--- src/hw/rtl/lir_pkg.sv ---
//------------------------------------------------------------------------------
// Linear interpolation resampler package
// Shared types, register indexes and constants of the resampler block.
//------------------------------------------------------------------------------
`default_nettype none

package lir_pkg;

  localparam int SAMPLE_WIDTH_DEF    = 24;
  localparam int CHANNELS_DEF        = 2;
  localparam int PHASE_FRAC_BITS_DEF = 20;

  localparam int STEP_W      = 24;
  localparam int CHAN_W      = 2;
  localparam int CFG_INDEX_W = 2;
  localparam int CFG_DATA_W  = 24;

  localparam logic [STEP_W-1:0] STEP_RESET = 24'h100000;
  localparam logic [CHAN_W-1:0] CHAN_RESET = 2'd2;
  localparam logic [CHAN_W-1:0] CHAN_STEREO = 2'd2;

  localparam int MAX_RES = 64;
  localparam int CNT_W   = $clog2(MAX_RES + 1);

  typedef enum logic [CFG_INDEX_W-1:0] {
    REG_STEP_RATIO    = 2'd0,
    REG_CHANNEL_COUNT = 2'd1
  } lir_reg_t;

  typedef enum logic [2:0] {
    ST_IDLE,
    ST_CHECK,
    ST_MUL_L,
    ST_SUM_L,
    ST_MUL_R,
    ST_SUM_R,
    ST_EMIT
  } lir_state_t;

  typedef struct packed {
    logic mul;
    logic sum;
  } lir_mix_op_t;

  typedef struct packed {
    logic [STEP_W-1:0] step;
    logic              stereo;
  } lir_cfg_t;

endpackage

`default_nettype wire

--- src/hw/rtl/lir_mix.sv ---
//------------------------------------------------------------------------------
// Shared interpolation unit
// Computes a*(1-f) + b*f as a*1 + (b-a)*f in two steps: a registered multiply
// and a registered sum with truncation toward zero.
//------------------------------------------------------------------------------
`default_nettype none

module lir_mix #(
  parameter int SAMPLE_WIDTH    = lir_pkg::SAMPLE_WIDTH_DEF,
  parameter int PHASE_FRAC_BITS = lir_pkg::PHASE_FRAC_BITS_DEF
) (
  input  wire logic                              clk,
  input  wire lir_pkg::lir_mix_op_t              op,
  input  wire logic signed [SAMPLE_WIDTH-1:0]    a,
  input  wire logic signed [SAMPLE_WIDTH-1:0]    b,
  input  wire logic        [PHASE_FRAC_BITS-1:0] f,
  output logic signed      [SAMPLE_WIDTH-1:0]    res
);

  localparam int SW     = SAMPLE_WIDTH;
  localparam int PFB    = PHASE_FRAC_BITS;
  localparam int PROD_W = SW + PFB + 2;

  logic signed [SW:0]        diff;
  logic signed [PROD_W-1:0]  prod;
  logic signed [SW-1:0]      a_hold;
  logic signed [PROD_W-1:0]  base;
  logic signed [PROD_W-1:0]  total;
  logic signed [PROD_W-1:0]  bias;
  logic signed [PROD_W-1:0]  rounded;

  assign diff = $signed({b[SW-1], b}) - $signed({a[SW-1], a});

  always_ff @(posedge clk) begin
    if (op.mul) begin
      prod   <= diff * $signed({1'b0, f});
      a_hold <= a;
    end
  end

  assign base    = $signed({{2{a_hold[SW-1]}}, a_hold, {PFB{1'b0}}});
  assign total   = base + prod;
  assign bias    = $signed({{(SW + 2){1'b0}}, {PFB{total[PROD_W-1]}}});
  assign rounded = total + bias;

  always_ff @(posedge clk) begin
    if (op.sum) begin
      res <= rounded[PFB+SW-1:PFB];
    end
  end

endmodule

`default_nettype wire

--- src/hw/rtl/lir_seq.sv ---
//------------------------------------------------------------------------------
// Resampler sequencer
// Holds the frame state and phase, steps the shared interpolation unit once
// per channel for each output, and keeps one result back so that the last
// result of a frame can be marked.
//------------------------------------------------------------------------------
`default_nettype none

module lir_seq #(
  parameter int SAMPLE_WIDTH    = lir_pkg::SAMPLE_WIDTH_DEF,
  parameter int PHASE_FRAC_BITS = lir_pkg::PHASE_FRAC_BITS_DEF
) (
  input  wire logic                           clk,
  input  wire logic                           rst,
  input  wire lir_pkg::lir_cfg_t              cfg,
  input  wire logic                           in_valid,
  output logic                                in_ready,
  input  wire logic signed [SAMPLE_WIDTH-1:0] sample_left,
  input  wire logic signed [SAMPLE_WIDTH-1:0] sample_right,
  input  wire logic                           last_frame,
  output logic                                out_valid,
  input  wire logic                           out_ready,
  output logic signed [SAMPLE_WIDTH-1:0]      out_left,
  output logic signed [SAMPLE_WIDTH-1:0]      out_right,
  output logic                                run_end
);

  localparam int SW      = SAMPLE_WIDTH;
  localparam int PFB     = PHASE_FRAC_BITS;
  localparam int STEP_W  = lir_pkg::STEP_W;
  localparam int CNT_W   = lir_pkg::CNT_W;
  localparam int PHASE_W = ((PFB + 1 > STEP_W) ? PFB + 1 : STEP_W) + 1;
  localparam logic [PHASE_W-1:0] ONE      = PHASE_W'(1) << PFB;
  localparam logic [STEP_W-1:0]  STEP_MIN = STEP_W'(1) << (PFB - 5);
  localparam logic [CNT_W-1:0]   CNT_MAX  = CNT_W'(lir_pkg::MAX_RES);

  lir_pkg::lir_state_t state, state_next;
  logic [PHASE_W-1:0]  phase, phase_next;
  logic [CNT_W-1:0]    count, count_next;
  logic                have_prev, have_prev_next;
  logic                tail_mode, tail_mode_next;
  logic                frame_last, frame_last_next;
  logic                pend_valid, pend_valid_next;
  logic signed [SW-1:0] prev_l, prev_l_next, prev_r, prev_r_next;
  logic signed [SW-1:0] cur_l, cur_l_next, cur_r, cur_r_next;
  logic signed [SW-1:0] pend_l, pend_l_next, pend_r, pend_r_next;
  logic signed [SW-1:0] new_l, new_l_next;

  logic                 push;
  logic                 push_end;
  logic                 out_free;
  logic                 go;
  logic                 in_loop;
  logic [STEP_W-1:0]    eff_step;
  logic [PHASE_W-1:0]   phase_adv;
  logic [PHASE_W-1:0]   phase_wrap;
  logic                 use_right;
  lir_pkg::lir_mix_op_t op;
  logic signed [SW-1:0] mix_a;
  logic signed [SW-1:0] mix_b;
  logic signed [SW-1:0] mix_res;
  logic signed [SW-1:0] emit_l;
  logic signed [SW-1:0] emit_r;

  assign eff_step   = (cfg.step < STEP_MIN) ? STEP_MIN : cfg.step;
  assign phase_adv  = phase + {{(PHASE_W - STEP_W){1'b0}}, eff_step};
  assign phase_wrap = (phase >= ONE) ? phase - ONE : phase;
  assign in_loop    = (phase < ONE) && (count < CNT_MAX);
  assign out_free   = !out_valid || out_ready;
  assign go         = !pend_valid || out_free;

  assign use_right = (state == lir_pkg::ST_MUL_R);
  always_comb begin
    if (use_right) begin
      mix_a = tail_mode ? cur_r : prev_r;
      mix_b = tail_mode ? '0 : cur_r;
    end else begin
      mix_a = tail_mode ? cur_l : prev_l;
      mix_b = tail_mode ? '0 : cur_l;
    end
  end

  lir_mix #(
    .SAMPLE_WIDTH    (SW),
    .PHASE_FRAC_BITS (PFB)
  ) u_mix (
    .clk (clk),
    .op  (op),
    .a   (mix_a),
    .b   (mix_b),
    .f   (phase[PFB-1:0]),
    .res (mix_res)
  );

  assign emit_l = cfg.stereo ? new_l : mix_res;
  assign emit_r = cfg.stereo ? mix_res : '0;

  always_ff @(posedge clk) begin
    if (rst) begin
      state      <= lir_pkg::ST_IDLE;
      phase      <= '0;
      count      <= '0;
      have_prev  <= 1'b0;
      tail_mode  <= 1'b0;
      frame_last <= 1'b0;
      pend_valid <= 1'b0;
      prev_l     <= '0;
      prev_r     <= '0;
      out_valid  <= 1'b0;
    end else begin
      state      <= state_next;
      phase      <= phase_next;
      count      <= count_next;
      have_prev  <= have_prev_next;
      tail_mode  <= tail_mode_next;
      frame_last <= frame_last_next;
      pend_valid <= pend_valid_next;
      prev_l     <= prev_l_next;
      prev_r     <= prev_r_next;
      out_valid  <= push || (out_valid && !out_ready);
    end
  end

  always_ff @(posedge clk) begin
    cur_l  <= cur_l_next;
    cur_r  <= cur_r_next;
    pend_l <= pend_l_next;
    pend_r <= pend_r_next;
    new_l  <= new_l_next;
    if (push) begin
      out_left  <= pend_l;
      out_right <= pend_r;
      run_end   <= push_end;
    end
  end

  always_comb begin
    state_next      = state;
    phase_next      = phase;
    count_next      = count;
    have_prev_next  = have_prev;
    tail_mode_next  = tail_mode;
    frame_last_next = frame_last;
    pend_valid_next = pend_valid;
    prev_l_next     = prev_l;
    prev_r_next     = prev_r;
    cur_l_next      = cur_l;
    cur_r_next      = cur_r;
    pend_l_next     = pend_l;
    pend_r_next     = pend_r;
    new_l_next      = new_l;
    push            = 1'b0;
    push_end        = 1'b0;
    in_ready        = 1'b0;
    op              = '0;

    case (state)
      lir_pkg::ST_IDLE: begin
        in_ready = 1'b1;
        if (in_valid) begin
          cur_l_next      = sample_left;
          cur_r_next      = cfg.stereo ? sample_right : '0;
          frame_last_next = last_frame;
          count_next      = '0;
          if (have_prev) begin
            tail_mode_next = 1'b0;
            state_next     = lir_pkg::ST_CHECK;
          end else begin
            prev_l_next    = sample_left;
            prev_r_next    = cfg.stereo ? sample_right : '0;
            have_prev_next = 1'b1;
            if (last_frame) begin
              tail_mode_next = 1'b1;
              state_next     = lir_pkg::ST_CHECK;
            end
          end
        end
      end

      lir_pkg::ST_CHECK: begin
        if (in_loop) begin
          state_next = lir_pkg::ST_MUL_L;
        end else if (!tail_mode) begin
          if (frame_last) begin
            phase_next     = phase_wrap;
            prev_l_next    = cur_l;
            prev_r_next    = cur_r;
            have_prev_next = 1'b1;
            tail_mode_next = 1'b1;
          end else if (go) begin
            phase_next      = phase_wrap;
            prev_l_next     = cur_l;
            prev_r_next     = cur_r;
            have_prev_next  = 1'b1;
            push            = pend_valid;
            push_end        = 1'b1;
            pend_valid_next = 1'b0;
            state_next      = lir_pkg::ST_IDLE;
          end
        end else if (go) begin
          phase_next      = '0;
          prev_l_next     = '0;
          prev_r_next     = '0;
          have_prev_next  = 1'b0;
          push            = pend_valid;
          push_end        = 1'b1;
          pend_valid_next = 1'b0;
          state_next      = lir_pkg::ST_IDLE;
        end
      end

      lir_pkg::ST_MUL_L: begin
        op.mul     = 1'b1;
        state_next = lir_pkg::ST_SUM_L;
      end

      lir_pkg::ST_SUM_L: begin
        op.sum     = 1'b1;
        state_next = cfg.stereo ? lir_pkg::ST_MUL_R : lir_pkg::ST_EMIT;
      end

      lir_pkg::ST_MUL_R: begin
        op.mul     = 1'b1;
        new_l_next = mix_res;
        state_next = lir_pkg::ST_SUM_R;
      end

      lir_pkg::ST_SUM_R: begin
        op.sum     = 1'b1;
        state_next = lir_pkg::ST_EMIT;
      end

      lir_pkg::ST_EMIT: begin
        if (go) begin
          push            = pend_valid;
          push_end        = 1'b0;
          pend_l_next     = emit_l;
          pend_r_next     = emit_r;
          pend_valid_next = 1'b1;
          phase_next      = phase_adv;
          count_next      = count + CNT_W'(1);
          state_next      = lir_pkg::ST_CHECK;
        end
      end

      default: begin
        state_next = lir_pkg::ST_IDLE;
      end
    endcase
  end

  a_idle_no_pending: assert property (@(posedge clk) disable iff (rst)
    (state == lir_pkg::ST_IDLE) |-> !pend_valid)
    else $error("pending result left over in idle");

  a_count_cap: assert property (@(posedge clk) disable iff (rst)
    count <= CNT_MAX)
    else $error("output count beyond cap");

  a_mul_phase: assert property (@(posedge clk) disable iff (rst)
    (state == lir_pkg::ST_MUL_L) |-> (phase < ONE))
    else $error("interpolation started with phase at or above one");

  a_fresh_phase: assert property (@(posedge clk) disable iff (rst)
    ((state == lir_pkg::ST_IDLE) && !have_prev) |-> (phase == '0))
    else $error("phase not cleared without a stored frame");

  a_no_overwrite: assert property (@(posedge clk) disable iff (rst)
    (out_valid && !out_ready) |-> !push)
    else $error("result register overwritten while stalled");

endmodule

`default_nettype wire

--- src/hw/rtl/linear_interp_resampler_top.sv ---
//------------------------------------------------------------------------------
// Linear interpolation resampler
// Converts one- or two-channel PCM frames to a new rate by linear
// interpolation between consecutive frames under a configured phase step.
//------------------------------------------------------------------------------
// One input item is taken, then the block is busy until all results it causes
// have been computed. Each result costs one multiply and one sum step per
// channel on a single shared multiplier, plus an emit state to queue the
// result and a check state to test the phase. An item yields n results (n at
// most 64), and it takes longer for as long as the result register is stalled.
// The last result of an item is held back one step so that run_end can be set
// on it, and it leaves as the block turns ready again.
`default_nettype none

module linear_interp_resampler_top #(
  parameter int SAMPLE_WIDTH    = lir_pkg::SAMPLE_WIDTH_DEF,
  parameter int CHANNELS        = lir_pkg::CHANNELS_DEF,
  parameter int PHASE_FRAC_BITS = lir_pkg::PHASE_FRAC_BITS_DEF
) (
  input  wire logic                               clk,
  input  wire logic                               rst,
  input  wire logic                               cfg_valid,
  output logic                                    cfg_ready,
  input  wire logic [lir_pkg::CFG_INDEX_W-1:0]    cfg_index,
  input  wire logic [lir_pkg::CFG_DATA_W-1:0]     cfg_data,
  input  wire logic                               in_valid,
  output logic                                    in_ready,
  input  wire logic signed [SAMPLE_WIDTH-1:0]     sample_left,
  input  wire logic signed [SAMPLE_WIDTH-1:0]     sample_right,
  input  wire logic                               last_frame,
  output logic                                    out_valid,
  input  wire logic                               out_ready,
  output logic signed [SAMPLE_WIDTH-1:0]          out_left,
  output logic signed [SAMPLE_WIDTH-1:0]          out_right,
  output logic                                    run_end
);

  logic [lir_pkg::STEP_W-1:0] step_ratio;
  logic [lir_pkg::CHAN_W-1:0] channel_count;
  lir_pkg::lir_cfg_t          cfg;

  assign cfg_ready = 1'b1;

  always_ff @(posedge clk) begin
    if (rst) begin
      step_ratio    <= lir_pkg::STEP_RESET;
      channel_count <= lir_pkg::CHAN_RESET;
    end else if (cfg_valid && cfg_ready) begin
      case (cfg_index)
        lir_pkg::REG_STEP_RATIO: begin
          step_ratio <= cfg_data[lir_pkg::STEP_W-1:0];
        end
        lir_pkg::REG_CHANNEL_COUNT: begin
          channel_count <= cfg_data[lir_pkg::CHAN_W-1:0];
        end
        default: begin
        end
      endcase
    end
  end

  assign cfg = '{step: step_ratio,
                 stereo: (CHANNELS == 2) && (channel_count == lir_pkg::CHAN_STEREO)};

  lir_seq #(
    .SAMPLE_WIDTH    (SAMPLE_WIDTH),
    .PHASE_FRAC_BITS (PHASE_FRAC_BITS)
  ) u_seq (
    .clk          (clk),
    .rst          (rst),
    .cfg          (cfg),
    .in_valid     (in_valid),
    .in_ready     (in_ready),
    .sample_left  (sample_left),
    .sample_right (sample_right),
    .last_frame   (last_frame),
    .out_valid    (out_valid),
    .out_ready    (out_ready),
    .out_left     (out_left),
    .out_right    (out_right),
    .run_end      (run_end)
  );

endmodule

`default_nettype wire

--- config.mk ---
export PLATFORM = sky130hd
export DESIGN_NAME = linear_interp_resampler_top
export DESIGN_NICKNAME = d
export VERILOG_FILES = /design/src/hw/rtl/lir_pkg.sv /design/src/hw/rtl/lir_mix.sv /design/src/hw/rtl/lir_seq.sv /design/src/hw/rtl/linear_interp_resampler_top.sv
export SDC_FILE = /design/constraint.sdc
export NUM_CORES = 2
export LEC_CHECK = 0
export BUFFER_PORTS_ARGS = -buffer_cell sky130_fd_sc_hd__buf_2
export CAP_MARGIN = 10
export CELL_PAD_IN_SITES_DETAIL_PLACEMENT = 1
export CELL_PAD_IN_SITES_GLOBAL_PLACEMENT = 2
export CORE_MARGIN = 1.5
export CORE_UTILIZATION = 45
export CTS_CLUSTER_SIZE = 12
export DETAILED_ROUTE_END_ITERATION = 8
export HOLD_SLACK_MARGIN = 0.06
export PLACE_DENSITY_LB_ADDON = 0.15
export RECOVER_POWER = 50
export SYNTH_ARGS = -nofsm -noshare
export SYNTH_HDL_FRONTEND = slang
export SYNTH_SLANG_ARGS = --single-unit
--- constraint.sdc ---
create_clock -name clk -period 21.7 [get_ports clk]
set_clock_uncertainty 0.2 [all_clocks]
set_input_delay 3.255 -clock clk [delete_from_list [all_inputs] [get_ports clk]]
set_output_delay 3.255 -clock clk [all_outputs]
set_load 0.05 [all_outputs]
Yosys cells after proc, flatten, opt, wreduce, memory -nomap -nowiden
Index checks and enable logic that the tools add are counted.
Widths: inputs -> output; s select.
{"block": "totals", "reg_bits": 377, "out_inout_bits": 52, "elab_cells": 154}
{"block": "op_classes", "addsub": 6, "mul": 1, "magnitude_cmp": 4, "n_eq_ne": 17, "muxes": 75, "n_bitwise": 1, "reduce_logical": 27}
{"operator": "$mux 24", "count": 22}
{"operator": "$mux 25", "count": 7}
{"operator": "$pmux 24 s2", "count": 2}
{"operator": "$pmux 25 s2", "count": 1}
{"operator": "$add 44x46->46", "count": 1}
{"operator": "$mul 25x21->46", "count": 1}
{"operator": "$add 44x21->44", "count": 1}
{"operator": "$mux 1", "count": 26}
{"operator": "$add 25x24->25", "count": 1}
{"operator": "$ge 25x21->1 const B", "count": 1}
{"operator": "$lt 25x21->1 const B", "count": 1}
{"operator": "$sub 24x24->25", "count": 1}
{"operator": "$sub 25x21->25 const B", "count": 1}
{"operator": "$lt 24x16->1 const B", "count": 1}
{"operator": "$mux 3", "count": 8}
{"operator": "$pmux 3 s7", "count": 1}
{"operator": "$mux 7", "count": 2}
{"operator": "$pmux 7 s2", "count": 1}
{"operator": "$reduce_and 4->1", "count": 3}
{"operator": "$reduce_and 5->1", "count": 2}
{"operator": "$eq 3x3->1 const B", "count": 3}
{"operator": "$pmux 1 s2", "count": 4}
{"operator": "$reduce_and 2->1", "count": 4}
{"operator": "$add 7x1->7 const B", "count": 1}
{"operator": "22 further kinds", "count": 35}

Depth between registers and ports, before layout
{"block": "logic_depth", "word_depth": 9, "depth_mapped": 45, "ltp_nobuf": 40}

Modules after synthesis
From an unflattened synthesis, not the netlist that was laid out.
{"block": "hier_totals", "hier_cells": 3740, "hier_area_um2": 37848.8}
{"module": "lir_mix", "n_inst": 1, "cells_per_inst": 2555, "area_per_inst_um2": 24367.1, "seq_area_each_um2": 2822.7}
{"module": "lir_seq", "n_inst": 1, "cells_per_inst": 1069, "area_per_inst_um2": 12283.0, "seq_area_each_um2": 6836.6}
{"module": "linear_interp_resampler_top", "n_inst": 1, "cells_per_inst": 116, "area_per_inst_um2": 1198.6, "seq_area_each_um2": 520.5}

Least setup slack after synthesis
OpenSTA, ideal clock, no wires.
{"block": "synth_path", "kind": "reg-to-reg", "from": "register u_seq.state[2]", "to": "register u_seq.u_mix.prod[44] (data pin)", "arrival_time_ns": 11.168, "required_time_ns": 21.229, "slack_ns": 10.061, "stages_incl_launch_ff": 36, "path_buffers": 6, "path_cell_list": "dfxtp_1 clkbuf_1 nor3b_1 buf_1 clkbuf_1 clkbuf_1 clkbuf_1 o21ai_0 ha_1 a21o_1 a21oi_1 o21ai_1 nor2b_1 o311ai_1 a211oi_1 o31a_1 or3_1 clkbuf_1 and3_1 fa_1 fa_1 fa_1 fa_1 fa_1 fa_1 fa_1 ha_1 and3_1 a211o_1 o22ai_1 o21ai_1 a211oi_1 o21bai_1 a21o_1 a2111oi_0 xnor2_1"}
{"block": "synth_between", "elab_chain_cells": 4, "word_cells_on_any_way": 5}
{"element": "from (decl)", "line": "lir_seq.sv:37", "rtl": "lir_pkg::lir_state_t state, state_next;"}
{"element": "from (signal assigned)", "line": "lir_seq.sv:100", "rtl": "state <= lir_pkg::ST_IDLE;"}
{"element": "from (signal assigned)", "line": "lir_seq.sv:111", "rtl": "state <= state_next;"}
{"element": "$eq 3x3->1 *", "line": "lir_seq.sv:72", "rtl": "assign use_right = (state == lir_pkg::ST_MUL_R);"}
{"element": "$mux 24", "line": "lir_seq.sv:74", "rtl": "if (use_right) begin"}
{"element": "$sub 24x24->25 *", "line": "lir_mix.sv:32", "rtl": "assign diff = $signed({b[SW-1], b}) - $signed({a[SW-1], a});"}
{"element": "$mul 25x21->46 *", "line": "lir_mix.sv:36", "rtl": "prod <= diff * $signed({1'b0, f});"}
{"element": "to (signal assigned)", "line": "lir_mix.sv:36"}
{"element": "to (decl)", "line": "lir_mix.sv:25", "rtl": "logic signed [PROD_W-1:0] prod;"}
Every way passes the cells marked *; elsewhere a longest branch is shown, timed or not.
A chain may end at the register's enable or synchronous reset.

Worst setup path after layout
Ends and elaborated chain as after synthesis.

==> run metrics <==
non-filler cells, final=about 5000; CTS sink count=~380; M1 GR Usage=0.3222; Mapped Avg Cell Area=between 9 and 10 um2; DR vias=about 27000; Leakage=0.01846 uW; Filler Cells Inserted=a little over 9000; Clock Path Buffers=3; gr busiest metal=met2; Syn Inst Count=3762; Post-CTS Setup Bufs=0; Antenna Nets Post-Route=0; Seq/Total Area, Yosys=0.2720; CTS Hold Bufs=0; dominant cells by area after synthesis=fa_1, edfxtp_1, ha_1; final setup TNS=0 ns; global-route wire length before repair=172.4 mm; Layout Nets=approximately 4600; TritonCTS clock tree=yes; DR WL/cell=roughly 22 um; htree depth=2; Sequential Area=10190 um2; Buffers on Ports=130; Synth Register Bits=between 300 and 400; Synth Flop Type=edfxtp_1; Crit path largest cell delay=3.01 ns; die area=~85000 um2; fmax=between 60 and 70 MHz; startpoint types=flop; initial antenna violation count=3; first-pass iteration count of the detailed router=5; Req. time, crit path=21.81 ns; Yosys cell types=79; GRT overflow=0; std cell rows=approximately 110; vias in the first global route=a little over 30000; setup violators final=0; fraction of layout cells with a size suffix above 1=0.08045; Die Y=around 290 um; Post-synth EDFFs=around 260; status=finished, violations left; largest family of logic cells by synthesized area=adder cells; clock-pin slew of the registers on the worst-case setup and hold paths=approximately 0.060 ns; critical path class=flop to flop; Final Hold Vio Count=0; HPWL after detailed placement=around 82 mm; area grow syn2layout=8.302%; RSZ-0062 raised after global routing=no; Total Power=around 2900 uW; Synth Area in Compound Gates=0.09505; crit path DAT=14.96 ns; die width=a little under 300 um; Post-Synth XOR/XNOR Area=0.03066; cell mode on critical path=fa_1; Vias/cell=around 5.5; M3 GR Usage=0.03108; Simple-Gate Fraction of Synth Area=0.1585; CP Capture Type=flop; Ys Warns=0; hold crit path type=flop to flop; crit path max-delay cell type=clkbuf_1; clock latency at the later pin of the worst-skew pair=around 0.57 ns; minimum clock period=about 15 ns; # resized after CTS=0; final wirelength=108.1 mm; maximum number of pins on one net before global-route repair=97; measured slew at the worst slew-check pin=around 4.3 ns; I/O pin count=132; GRT Total Usage=0.2603; failing checks=max-capacitance violations, max-slew violations; Max-cap violations=7; area of the core=a little over 80000 um2; Syn Std Cell Area=between 30000 and 40000 um2; Adder-Cell Fraction of Synth Area=0.3461; Final period util=0.6845; Cell Pwr Density=~71 nW/um2; Iteration-0 DRC Markers=roughly 1200; post-synthesis mux area share=0.02380; M2 GR Usage=0.4667; initial core utilization=0.4550; top cell type's share of synthesized area=0.2739; Slew headroom=-1.841; Mapped Nets=between 4000 and 5000; dpl cells=about 4800; Residual DRC=0; peak supply drop=around 0.091 mV; CP Max Fanout=77; CTS buffer count=45; Synth async-reset ratio=0; area of the multi-input gates=approximately 25000 um2; Placer Congestion=between 0.8 and 0.9; max-slew violations=376; largest area contributor in the netlist=fa_1; clk root buf=clkbuf_16
==> per-layer routing <==
layer | up-vias | routed length (um) | part of all wire
met4 | 2 | 4123 | 0.038
met5 | - | 13 | 0.00012
li1 | 12350 | - | -
met1 | 13960 | 44540 | 0.41
met3 | 201 | 4010 | 0.037
met2 | 535 | 55390 | 0.51
==> cells in the mapped netlist, drive strengths merged (85+ instances only) <==
cell,number
nand2,392
dfxtp,114
inv,526
nor2,183
fa,512
edfxtp,263
clkbuf,200
o21ai,85
ha,216
and2,292
xnor2,99
a21oi,190
==> logic make-up (layout without fill, tap and decap cells) <==
kind of cell	after synthesis	in the layout
DFF	377	377
AOI/OAI and AO/OA	551	551
adders and majority gates	728	728
buffers and inverters	734	788
and+or+nand+nor	1183	1183
xor gates and xnor gates	131	131
other	1	3
muxes	57	57
==> area by class of cell <==
class,count,area share
inverters,526,0.04871
well taps,1070,0.03303
repair buffers,184,0.02463
clock inverters,19,0.003365
flip-flops and latches,377,0.2514
diodes,2,0.0001235
multi-input cells,2651,0.6079
clock buffers,59,0.03084
==> cells in the final DEF, fill, tap and decap left out, types with 23 or more instances in the layout <==
master	instances
a211oi_1	71
buf_2	105
clkbuf_16	46
nor3_1	31
nand3_1	77
edfxtp_1	263
o21ai_0	72
fa_1	512
clkbuf_1	40
buf_4	47
ha_1	216
and2_0	43
nor2_1	182
and3_1	46
a21oi_1	190
and2_1	249
nand2_1	392
mux2_2	25
mux4_2	23
a21o_1	58
nor2b_1	48
inv_1	523
xor2_1	32
nand2b_1	25
dfxtp_1	107
xnor2_1	92
==> critical path, delay by kind of cell, from the launching register on <==
kind,cells,cell delay (ns)
AOI/OAI and AO/OA,13,4.68
adders and majority gates,9,4.49
xor gates and xnor gates,1,0.13
and+or+nand+nor,4,1.50
DFF,1,0.54
buffers and inverters,1,3.01
==> power by group <==
part	switching [uW]	internal, uW	total [uW]
combinational	914	343	1260
sequential	41.6	855	896
clock	306	415	721
total	1260	1610	2870
==> sequential cells by signal, summed over array words and instances, names as in the netlist, 2 cells and up <==
name and flops:
u_seq.u_mix.prod 46, u_seq.phase 25, step_ratio 24, u_seq.cur_l 24
u_seq.cur_r 24, u_seq.new_l 24, u_seq.out_left 24, u_seq.out_right 24
u_seq.pend_l 24, u_seq.pend_r 24, u_seq.prev_l 24, u_seq.prev_r 24
u_seq.u_mix.a_hold 24, u_seq.u_mix.res 24, u_seq.count 7, u_seq.state 3
channel_count 2
==> worst paths after layout <==
| path | startpoint | slack (ns) | cells after the start | to |
|---|---|---|---|---|
| setup / recovery | u_seq.state[2] | 6.85 | 28 | u_seq.u_mix.prod[44] |
| hold / removal | u_seq.pend_l[14] | 0.22 | 0 | u_seq.out_left[14] |
| setup reg to reg | u_seq.state[2] | 6.85 | 28 | u_seq.u_mix.prod[44] |
| hold reg to reg | u_seq.pend_l[14] | 0.22 | 0 | u_seq.out_left[14] |
==> per-stage QoR <==
step	setup slack, ns	cell area, um2	utilization	hold WS [ns]
2_1_floorplan	10.06	37420	-	0.2003
3_3_place_gp	9.810	39210	0.4768	0.2040
3_5_place_dp	9.518	39210	0.4768	0.2098
4_1_cts	9.480	40600	0.4936	0.2163
5_1_grt	5.694	40530	0.4928	0.2229
6_report	6.847	40530	0.4928	0.2201
(Power assumes the default switching activity.)
